## config.mk

```make
export PLATFORM = sky130hd
export DESIGN_NAME = line_segment_clipper_flat
export DESIGN_NICKNAME = d
export VERILOG_FILES = /design/src/design/lsc_pkg.sv /design/src/design/lsc_if.sv /design/src/design/line_segment_clipper.sv /design/src/design/lsc_datapath.sv /design/src/design/lsc_controller.sv /design/src/flat_wrapper.sv
export SDC_FILE = /design/constraint.sdc
export NUM_CORES = 2
export LEC_CHECK = 0
export BUFFER_PORTS_ARGS = -buffer_cell sky130_fd_sc_hd__buf_2
export CORE_AREA = 4 4 256 283
export DETAILED_ROUTE_END_ITERATION = 8
export DIE_AREA = 0 0 260 287
export GPL_TIMING_DRIVEN = 0
export HOLD_SLACK_MARGIN = 0.03
export PLACE_DENSITY = 0.71
export RECOVER_POWER = 25
export REMOVE_ABC_BUFFERS = 1
export SYNTH_ARGS = -nofsm -noshare
export SYNTH_HDL_FRONTEND = slang
export SYNTH_SLANG_ARGS = --single-unit
```

## constraint.sdc

```tcl
create_clock -name clock -period 8.4 [get_ports clock]
set_input_delay 1.26 -clock clock [delete_from_list [all_inputs] [get_ports clock]]
set_output_delay 1.26 -clock clock [all_outputs]
set_load 0.03 [all_outputs]
```

## src/design/lsc_pkg.sv

```systemverilog
// Package for the line segment clipper: coordinate widths, outcode bits,
// register indexes and the controller/datapath command and status structs.
// No dependencies.
package lsc_pkg;

   localparam int CoordWidth = 16;
   localparam int SpanWidth  = CoordWidth + 1;
   localparam int ProdWidth  = 2 * SpanWidth;
   localparam int QuotWidth  = ProdWidth;
   localparam int CountWidth = $clog2(QuotWidth + 1);
   localparam int ClipLimit  = 4;
   localparam int ClipWidth  = 3;

   typedef logic signed [CoordWidth-1:0] coord_type;
   typedef logic signed [SpanWidth-1:0]  span_type;
   typedef logic [3:0]                   code_type;

   localparam code_type CodeInside = 4'b0000;
   localparam code_type CodeLeft   = 4'b0001;
   localparam code_type CodeRight  = 4'b0010;
   localparam code_type CodeBottom = 4'b0100;
   localparam code_type CodeTop    = 4'b1000;

   localparam logic [1:0] RegXMin = 2'd0;
   localparam logic [1:0] RegXMax = 2'd1;
   localparam logic [1:0] RegYMin = 2'd2;
   localparam logic [1:0] RegYMax = 2'd3;

   typedef struct packed {
      logic load;      // take the endpoints of a new segment
      logic setup;     // pick endpoint and edge, latch operands
      logic mult;      // form the product
      logic div_start; // load the divider
      logic div_step;  // one quotient bit
      logic commit;    // write the new endpoint back
   } cmd_type;

   typedef struct packed {
      logic accept;
      logic reject;
      logic div_done;
   } status_type;

endpackage

```

## src/design/lsc_if.sv

```systemverilog
// Valid/ready channel interfaces of the line segment clipper.
// Depends on lsc_pkg.
interface lsc_req_if;
   logic valid;
   logic ready;
   lsc_pkg::coord_type start_x;
   lsc_pkg::coord_type start_y;
   lsc_pkg::coord_type end_x;
   lsc_pkg::coord_type end_y;
   modport source (output valid, start_x, start_y, end_x, end_y, input ready);
   modport sink (input valid, start_x, start_y, end_x, end_y, output ready);
endinterface

interface lsc_rsp_if;
   logic valid;
   logic ready;
   logic visible;
   lsc_pkg::coord_type clipped_start_x;
   lsc_pkg::coord_type clipped_start_y;
   lsc_pkg::coord_type clipped_end_x;
   lsc_pkg::coord_type clipped_end_y;
   modport source (output valid, visible, clipped_start_x, clipped_start_y,
                   clipped_end_x, clipped_end_y, input ready);
   modport sink (input valid, visible, clipped_start_x, clipped_start_y,
                 clipped_end_x, clipped_end_y, output ready);
endinterface

```

## src/design/line_segment_clipper.sv

```systemverilog
// Top level of the line segment clipper: window registers, output register,
// controller and datapath. Depends on lsc_pkg, lsc_if, lsc_controller and
// lsc_datapath.
//
// A segment beat on req (valid/ready) carries two endpoints; one result beat
// on rsp gives the visible flag and the clipped endpoints (all zero when
// not visible). The window is written through csr_write_enable/csr_index/
// csr_write_data; the user must write it only while the block is idle, as the
// block itself does not enforce this. Each clip step runs a test, a multiply,
// a divider load, 34 restoring divide steps and a done check, and a
// write-back; a final test ends the item. One item is in work at a time.
// The result sits in an output register, so the next segment is taken while
// rsp stalls; it then waits at its final test until the register frees.
// Reset (synchronous) empties the output register, idles the controller and
// restores the window to 0..639 by 0..479.
module line_segment_clipper (
   input  logic             clock,
   input  logic             reset,
   lsc_req_if.sink          req,
   lsc_rsp_if.source        rsp,
   input  logic             csr_write_enable,
   input  logic [1:0]       csr_index,
   input  lsc_pkg::coord_type csr_write_data
);
   lsc_pkg::coord_type x_min_ff, x_max_ff, y_min_ff, y_max_ff;
   logic               rsp_valid_ff, rsp_vis_ff;
   lsc_pkg::coord_type rsp_ax_ff, rsp_ay_ff, rsp_bx_ff, rsp_by_ff;
   lsc_pkg::cmd_type    cmd;
   lsc_pkg::status_type status;
   logic               out_load, out_visible;
   lsc_pkg::coord_type ax, ay, bx, by;

   always_ff @(posedge clock) begin
      if (reset) begin
         x_min_ff <= 16'sd0;
         x_max_ff <= 16'sd639;
         y_min_ff <= 16'sd0;
         y_max_ff <= 16'sd479;
      end else if (csr_write_enable) begin
         unique case (csr_index)
            lsc_pkg::RegXMin: x_min_ff <= csr_write_data;
            lsc_pkg::RegXMax: x_max_ff <= csr_write_data;
            lsc_pkg::RegYMin: y_min_ff <= csr_write_data;
            lsc_pkg::RegYMax: y_max_ff <= csr_write_data;
            default: ;
         endcase
      end
   end

   lsc_controller u_ctrl (
      .clock, .reset,
      .in_valid (req.valid), .in_ready (req.ready),
      .out_load, .out_visible,
      .out_busy (rsp_valid_ff && !rsp.ready),
      .cmd, .status
   );

   lsc_datapath u_dp (
      .clock, .cmd, .status,
      .in_ax (req.start_x), .in_ay (req.start_y),
      .in_bx (req.end_x), .in_by (req.end_y),
      .x_min (x_min_ff), .x_max (x_max_ff), .y_min (y_min_ff), .y_max (y_max_ff),
      .ax, .ay, .bx, .by
   );

   always_ff @(posedge clock) begin
      if (reset) rsp_valid_ff <= 1'b0;
      else if (out_load) rsp_valid_ff <= 1'b1;
      else if (rsp.ready) rsp_valid_ff <= 1'b0;
      if (out_load) begin
         rsp_vis_ff <= out_visible;
         rsp_ax_ff  <= out_visible ? ax : '0;
         rsp_ay_ff  <= out_visible ? ay : '0;
         rsp_bx_ff  <= out_visible ? bx : '0;
         rsp_by_ff  <= out_visible ? by : '0;
      end
   end

   assign rsp.valid           = rsp_valid_ff;
   assign rsp.visible         = rsp_vis_ff;
   assign rsp.clipped_start_x = rsp_ax_ff;
   assign rsp.clipped_start_y = rsp_ay_ff;
   assign rsp.clipped_end_x   = rsp_bx_ff;
   assign rsp.clipped_end_y   = rsp_by_ff;

   a_hold: assert property (@(posedge clock) disable iff (reset)
      rsp_valid_ff && !rsp.ready |=> rsp_valid_ff && $stable(rsp_ax_ff))
      else $error("result lost under stall");
   a_load: assert property (@(posedge clock) disable iff (reset)
      out_load |-> !(rsp_valid_ff && !rsp.ready))
      else $error("result overwritten");
   a_zero: assert property (@(posedge clock) disable iff (reset)
      rsp_valid_ff && !rsp_vis_ff |-> rsp_ax_ff == '0 && rsp_by_ff == '0)
      else $error("rejected result not cleared");
endmodule

```

## src/design/lsc_datapath.sv

```systemverilog
// Datapath of the line segment clipper: endpoints, outcodes, multiplier,
// restoring divider and saturating interpolation. Depends on lsc_pkg.
module lsc_datapath (
   input  logic                clock,
   input  lsc_pkg::cmd_type    cmd,
   output lsc_pkg::status_type status,
   input  lsc_pkg::coord_type  in_ax,
   input  lsc_pkg::coord_type  in_ay,
   input  lsc_pkg::coord_type  in_bx,
   input  lsc_pkg::coord_type  in_by,
   input  lsc_pkg::coord_type  x_min,
   input  lsc_pkg::coord_type  x_max,
   input  lsc_pkg::coord_type  y_min,
   input  lsc_pkg::coord_type  y_max,
   output lsc_pkg::coord_type  ax,
   output lsc_pkg::coord_type  ay,
   output lsc_pkg::coord_type  bx,
   output lsc_pkg::coord_type  by
);
   localparam int PW = lsc_pkg::ProdWidth;
   localparam int SW = lsc_pkg::SpanWidth;
   localparam int CW = lsc_pkg::CoordWidth;
   localparam int EW = PW + 2;

   lsc_pkg::coord_type ax_ff, ay_ff, bx_ff, by_ff;
   lsc_pkg::coord_type base_ff, edge_ff;
   logic               pick_b_ff, edge_y_ff, neg_ff;
   logic [SW-1:0]      mag_span_ff, mag_num_ff, mag_den_ff;
   logic               den_zero_ff;
   logic [PW-1:0]      quot_ff;
   logic [SW:0]        rem_ff;
   logic [lsc_pkg::CountWidth-1:0] count_ff;

   function automatic lsc_pkg::code_type outcode(lsc_pkg::coord_type x,
                                                 lsc_pkg::coord_type y,
                                                 lsc_pkg::coord_type xl,
                                                 lsc_pkg::coord_type xh,
                                                 lsc_pkg::coord_type yl,
                                                 lsc_pkg::coord_type yh);
      lsc_pkg::code_type c;
      c = lsc_pkg::CodeInside;
      if (x < xl) c = c | lsc_pkg::CodeLeft;
      else if (x > xh) c = c | lsc_pkg::CodeRight;
      if (y < yl) c = c | lsc_pkg::CodeBottom;
      else if (y > yh) c = c | lsc_pkg::CodeTop;
      return c;
   endfunction

   function automatic logic [SW-1:0] mag(lsc_pkg::span_type v);
      return v[SW-1] ? SW'(-v) : SW'(v);
   endfunction

   lsc_pkg::code_type ca, cb, pick;
   assign ca   = outcode(ax_ff, ay_ff, x_min, x_max, y_min, y_max);
   assign cb   = outcode(bx_ff, by_ff, x_min, x_max, y_min, y_max);
   assign pick = (cb > ca) ? cb : ca;

   assign status.accept = (ca | cb) == lsc_pkg::CodeInside;
   assign status.reject = (ca & cb) != lsc_pkg::CodeInside;
   assign status.div_done = (count_ff == '0);

   lsc_pkg::span_type sp, nm, dn;
   lsc_pkg::coord_type edge_sel;
   logic               use_y;
   always_comb begin
      use_y = (pick & (lsc_pkg::CodeTop | lsc_pkg::CodeBottom)) != '0;
      if ((pick & lsc_pkg::CodeTop) != '0) edge_sel = y_max;
      else if ((pick & lsc_pkg::CodeBottom) != '0) edge_sel = y_min;
      else if ((pick & lsc_pkg::CodeRight) != '0) edge_sel = x_max;
      else edge_sel = x_min;
      if (use_y) begin
         sp = SW'(bx_ff) - SW'(ax_ff);
         nm = SW'(edge_sel) - SW'(ay_ff);
         dn = SW'(by_ff) - SW'(ay_ff);
      end else begin
         sp = SW'(by_ff) - SW'(ay_ff);
         nm = SW'(edge_sel) - SW'(ax_ff);
         dn = SW'(bx_ff) - SW'(ax_ff);
      end
   end

   logic [SW:0] trial;
   assign trial = {rem_ff[SW-1:0], quot_ff[PW-1]} - {1'b0, mag_den_ff};

   logic signed [EW-1:0] sum;
   lsc_pkg::coord_type   interp;
   always_comb begin
      sum = neg_ff ? EW'(base_ff) - EW'(quot_ff) : EW'(base_ff) + EW'(quot_ff);
      if (den_zero_ff) interp = base_ff;
      else if (sum > EW'(lsc_pkg::coord_type'({1'b0, {(CW-1){1'b1}}})))
         interp = {1'b0, {(CW-1){1'b1}}};
      else if (sum < -$signed(EW'({1'b1, {(CW-1){1'b0}}})))
         interp = {1'b1, {(CW-1){1'b0}}};
      else interp = sum[CW-1:0];
   end

   always_ff @(posedge clock) begin
      if (cmd.load) begin
         ax_ff <= in_ax; ay_ff <= in_ay; bx_ff <= in_bx; by_ff <= in_by;
      end
      if (cmd.setup) begin
         pick_b_ff   <= (pick != ca);
         edge_y_ff   <= use_y;
         edge_ff     <= edge_sel;
         base_ff     <= use_y ? ax_ff : ay_ff;
         mag_span_ff <= mag(sp);
         mag_num_ff  <= mag(nm);
         mag_den_ff  <= mag(dn);
         den_zero_ff <= (dn == '0);
         neg_ff      <= (sp[SW-1] ^ nm[SW-1]) ^ dn[SW-1];
      end
      if (cmd.mult) quot_ff <= mag_span_ff * mag_num_ff;
      if (cmd.div_start) begin
         rem_ff   <= '0;
         count_ff <= lsc_pkg::CountWidth'(PW);
      end
      if (cmd.div_step) begin
         if (!trial[SW]) begin
            rem_ff  <= {1'b0, trial[SW-1:0]};
            quot_ff <= {quot_ff[PW-2:0], 1'b1};
         end else begin
            rem_ff  <= {rem_ff[SW-1:0], quot_ff[PW-1]};
            quot_ff <= {quot_ff[PW-2:0], 1'b0};
         end
         count_ff <= count_ff - 1'b1;
      end
      if (cmd.commit) begin
         if (pick_b_ff) begin
            bx_ff <= edge_y_ff ? interp : edge_ff;
            by_ff <= edge_y_ff ? edge_ff : interp;
         end else begin
            ax_ff <= edge_y_ff ? interp : edge_ff;
            ay_ff <= edge_y_ff ? edge_ff : interp;
         end
      end
   end

   assign ax = ax_ff;
   assign ay = ay_ff;
   assign bx = bx_ff;
   assign by = by_ff;
endmodule

```

## src/design/lsc_controller.sv

```systemverilog
// Controller of the line segment clipper: sequences test, multiply, divide
// and write-back for up to four clip steps. Depends on lsc_pkg.
module lsc_controller (
   input  logic                clock,
   input  logic                reset,
   input  logic                in_valid,
   output logic                in_ready,
   output logic                out_load,
   output logic                out_visible,
   input  logic                out_busy,
   output lsc_pkg::cmd_type    cmd,
   input  lsc_pkg::status_type status
);
   typedef enum logic [5:0] {
      Idle   = 6'b000001,
      Test   = 6'b000010,
      Mult   = 6'b000100,
      DivGo  = 6'b001000,
      Divide = 6'b010000,
      Commit = 6'b100000
   } state_type;

   state_type state_ff, state_in;
   logic [lsc_pkg::ClipWidth-1:0] clips_ff, clips_in;

   always_comb begin
      state_in    = state_ff;
      clips_in    = clips_ff;
      cmd         = '0;
      in_ready    = 1'b0;
      out_load    = 1'b0;
      out_visible = 1'b0;
      unique case (state_ff)
         Idle: begin
            in_ready = 1'b1;
            if (in_valid) begin
               cmd.load = 1'b1;
               clips_in = '0;
               state_in = Test;
            end
         end
         Test: begin
            if (status.accept || status.reject ||
                clips_ff == lsc_pkg::ClipWidth'(lsc_pkg::ClipLimit)) begin
               if (!out_busy) begin
                  out_load    = 1'b1;
                  out_visible = status.accept;
                  state_in    = Idle;
               end
            end else begin
               cmd.setup = 1'b1;
               state_in  = Mult;
            end
         end
         Mult: begin
            cmd.mult = 1'b1;
            state_in = DivGo;
         end
         DivGo: begin
            cmd.div_start = 1'b1;
            state_in      = Divide;
         end
         Divide: begin
            if (status.div_done) state_in = Commit;
            else cmd.div_step = 1'b1;
         end
         Commit: begin
            cmd.commit = 1'b1;
            clips_in   = clips_ff + 1'b1;
            state_in   = Test;
         end
         default: state_in = Idle;
      endcase
   end

   always_ff @(posedge clock) begin
      if (reset) begin
         state_ff <= Idle;
         clips_ff <= '0;
      end else begin
         state_ff <= state_in;
         clips_ff <= clips_in;
      end
   end
endmodule
```

## src/flat_wrapper.sv

```systemverilog
// flat-port wrapper written by rule: the top's interface ports become plain ports
module line_segment_clipper_flat 
  (clock, reset, csr_write_enable, csr_index, csr_write_data, req_valid, req_start_x, req_start_y, req_end_x, req_end_y, req_ready, rsp_valid, rsp_visible, rsp_clipped_start_x, rsp_clipped_start_y, rsp_clipped_end_x, rsp_clipped_end_y, rsp_ready);
  lsc_req_if req_i ();
  lsc_rsp_if rsp_i ();
  input  logic clock;
  input  logic reset;
  input  logic csr_write_enable;
  input  logic [1:0] csr_index;
  input  lsc_pkg::coord_type csr_write_data;
  input wire logic [$bits(req_i.valid)-1:0] req_valid;
  input wire logic [$bits(req_i.start_x)-1:0] req_start_x;
  input wire logic [$bits(req_i.start_y)-1:0] req_start_y;
  input wire logic [$bits(req_i.end_x)-1:0] req_end_x;
  input wire logic [$bits(req_i.end_y)-1:0] req_end_y;
  output wire logic [$bits(req_i.ready)-1:0] req_ready;
  output wire logic [$bits(rsp_i.valid)-1:0] rsp_valid;
  output wire logic [$bits(rsp_i.visible)-1:0] rsp_visible;
  output wire logic [$bits(rsp_i.clipped_start_x)-1:0] rsp_clipped_start_x;
  output wire logic [$bits(rsp_i.clipped_start_y)-1:0] rsp_clipped_start_y;
  output wire logic [$bits(rsp_i.clipped_end_x)-1:0] rsp_clipped_end_x;
  output wire logic [$bits(rsp_i.clipped_end_y)-1:0] rsp_clipped_end_y;
  input wire logic [$bits(rsp_i.ready)-1:0] rsp_ready;
  assign req_i.valid = req_valid;
  assign req_i.start_x = req_start_x;
  assign req_i.start_y = req_start_y;
  assign req_i.end_x = req_end_x;
  assign req_i.end_y = req_end_y;
  assign req_ready = req_i.ready;
  assign rsp_valid = rsp_i.valid;
  assign rsp_visible = rsp_i.visible;
  assign rsp_clipped_start_x = rsp_i.clipped_start_x;
  assign rsp_clipped_start_y = rsp_i.clipped_start_y;
  assign rsp_clipped_end_x = rsp_i.clipped_end_x;
  assign rsp_clipped_end_y = rsp_i.clipped_end_y;
  assign rsp_i.ready = rsp_ready;
  line_segment_clipper u_core (.clock(clock), .reset(reset), .req(req_i), .rsp(rsp_i), .csr_write_enable(csr_write_enable), .csr_index(csr_index), .csr_write_data(csr_write_data));
endmodule
```

==> impl_metrics.toml <==
[routing]
drcViolationCount = 0
drtIter0Drc = 2280
vias = 29200
vias_per_cell = 5.81
drtPass1Iterations = 8
wl_mm = 104
routedWlPerCell_um = 20.8
ant_nets = 0

[setup_path]
crit_start = "u_core.x_max_ff[15]"
required_ns = 8.68
timing.rr.start = "u_core.x_max_ff[15]"
path_max_fanout = 40
cp_num_cells = 26
r2r_setup_slack_ns = 0.26
reg2reg_depth = 26
start_kind = "flip-flop"
cp_top_family = "compound AO/OA/AOI/OAI gates"
crit_buf_inv = 3
cp-end-kind = "flip-flop"
max_stage_delay_ns = 0.81
reg2reg_to = "u_core.u_dp.mag_num_ff[15]"
cp_slowest_cell = "and2_2"
cp.arrival_ns = 8.42
crit_type = "flip-flop to flip-flop"

[synthesis]
synthTopCellsByArea = "edfxtp_1 (18%), fa_1 (13%), ha_1 (13%)"
synthArstFlopShare_pct = 0
synth_top_area_share_pct = 18.2
synth_fa_ha_area_share_pct = 25.9
yosys.area_share.simple_pct = 18.2
synth_xor_area_share_pct = 4.87
yosysTopAreaCell = "edfxtp_1"
syn_area_mm2 = 0.0346
syn_area_per_cell_um2 = 8.61
synth-edff-count = 209
synth_cell_type_count = 82
synth_top_family_by_area = "adder cells"
synth-compound-area-share_pct = 14.2
yosys_warnings = 0
synthFlopType = "edfxtp_1"
synth_most_common_cell = "nand2_1"
synthMuxAreaShare_pct = 3.78
synth_common_cells = "nand2_1 (563), inv_1 (438), ha_1 (350)"
ys_ff_latch = 347
synthCells = 4012
seq_area_frac_synth_pct = 26.2

[clock_network]
clk_latency_ns = 0.57
clock_sinks = 347
max-clock-path-buffers = 3
cts_root_buffer = "clkbuf_16"
cts.htree.levels = 2
clk_pin_slew_ns = 0.07
cts_buffers = 37
hold_buffers = 0
cts_tree = "built"

[timing]
finalWorstSetupSlack_ns = 0.260
clock.fmax_mhz = 123
hold_viol = 0
finalMaxSlewViolations = 72
setup_viol = 0
finalCritPeriodShare_pct = 96.9
hold_slack_ns = 0.455
finalCriticalPeriod_ns = 8.14
tightest_slew_ns = 2.31
finalClockSkew_ns = 0.0248
relSlewSlack_pct = -53.7
rsz0062_at_grt = "false"

[min_path]
min_to = "u_core.y_min_ff[11]"
holdCritStartpoint = "u_core.y_min_ff[11]"
min-delay-path-class = "flip-flop to flip-flop"
hold_depth = 2

[placement]
place_ws_ns = -1.17
portBuffers = 153
dp_hpwl_mm = 80.6
place_congestion = 0.975
placed_area_mm2 = 0.0362

[grt]
first_global_vias = 28800
grt_use_total_pct = 27.8
grt_pass1_wl_mm = 162
grt_max_degree = 82
antenna_found_initial = 1
globalRouteOverflowTotal = 0

[final_layout]
multi_input_area_mm2 = 0.0233
regArea_mm2 = 0.00904
design_area_mm2 = 0.0376
areaGrowthSynthToFinish_pct = 8.75
fin_nets = 4723
layout-drive-gt1-share_pct = 7.17
fillers = 6417

[outcome]
violations = "capacitance limit, slew limit"
run_status = "finished with violations"

[floorplanning]
start_util_pct = 49.5
core-area_mm2 = 0.0698
ios = 154
die_area_mm2 = 0.0746
fp-row-count = 102
die_y_um = 287
die_x_um = 260

[job]
drv_cap = 2
metal layers:
layer | GRT usage, % | part of all wire [%] | up-vias
li1 | - | - | 13800
met1 | 34.0 | 39 | 14000
met2 | 47.4 | 48 | 1108
met3 | 3.80 | 6.6 | 282
met4 | 15.2 | 6.6 | 0
met5 | 0 | 0 | -
cells in the final DEF (no fill, tap or decap), types with 15 or more instances in the layout:
cell	count
a21oi_1	286
mux2_2	64
xnor2_1	132
ha_1	350
a211oi_1	32
and3_1	15
a31oi_1	25
clkbuf_16	39
nor2_1	263
nor2b_1	49
nand2b_1	31
a21o_1	43
or3_1	24
clkbuf_1	73
nand3_1	74
o211ai_1	17
and2_1	130
mux2i_1	49
o21ai_0	219
nor4_1	55
edfxtp_1	209
buf_2	85
dfxtp_1	137
fa_1	229
nand2_1	560
nand4_1	19
xor2_1	58
o21a_1	21
inv_1	436
o21bai_1	16
nor3_1	62
a211o_1	19
o21ai_1	16
per-stage QoR:
step,util (%),instances,setup TNS [ns]
2_1_floorplan,-,3832,-2.79
3_3_place_gp,51.3,4921,-127.42
3_5_place_dp,51.9,4940,-18.11
4_1_cts,53.8,5016,0
5_1_grt,53.8,5021,0
6_report,53.8,5022,0
flip-flops by register name (all words and copies together) (netlist names), 3 cells and up:
register	flops
u_core.rsp.clipped_end_x	16
u_core.rsp.clipped_end_y	16
u_core.rsp.clipped_start_x	16
u_core.rsp.clipped_start_y	16
u_core.u_ctrl.clips_ff	3
u_core.u_ctrl.state_ff	6
u_core.u_dp.ax	16
u_core.u_dp.ay	16
u_core.u_dp.base_ff	16
u_core.u_dp.bx	16
u_core.u_dp.by	16
u_core.u_dp.count_ff	6
u_core.u_dp.edge_ff	16
u_core.u_dp.mag_den_ff	17
u_core.u_dp.mag_num_ff	17
u_core.u_dp.mag_span_ff	17
u_core.u_dp.quot_ff	34
u_core.u_dp.rem_ff	17
u_core.x_max_ff	16
u_core.x_min_ff	16
u_core.y_max_ff	16
u_core.y_min_ff	16
how the worst max path moves through the flow:
stage	endpoint	slack, ns
floorplan	u_core.u_dp.mag_num_ff[8]	-0.23
global placement	u_core.u_dp.mag_num_ff[1]	-2.28
detailed placement	u_core.u_dp.mag_num_ff[1]	-1.17
CTS	u_core.u_dp.mag_num_ff[8]	0.09
global route	u_core.u_dp.mag_num_ff[15]	0.01
finish	u_core.u_dp.mag_num_ff[15]	0.26
worst reg2reg max path: cells and delay by family, from the launching register on:
kind	cells	cell delay [ns]
DFF	1	0.37
AOI/OAI and AO/OA	11	3.01
buffers and inverters	3	0.54
xor gates and xnor gates	2	0.40
adders and majority gates	2	0.75
and+or+nand+nor	6	2.02
muxes	2	0.75
final cells by class:
type | count | area share (%)
Tap cell | 936 | 3.12
Multi-Input combinational cell | 3047 | 62.0
Clock buffer | 46 | 2.72
Inverter | 440 | 4.44
Timing Repair Buffer | 184 | 3.07
Sequential cell | 347 | 24.1
Clock inverter | 21 | 0.593
Antenna cell | 1 | 0.00666
cell families after synthesis:
kind of cell / count (synthesis)
mux: 119
compound gates: 807
flops: 347
xor+xnor: 192
buf+inv: 620
simple gates: 1348
fa+ha+maj: 579
repair_timing:
action | in CTS | in global routing
gates cloned | 2 | 1
setup endpoints to repair | 17 | 17
pin swaps | 1 | 0
resized for setup | 7 | 12
buffers inserted | 7 | 4
Power is left out: the tool's default activity adds up to more than one toggle a clock period on the data nets, which glitch-free logic cannot reach.
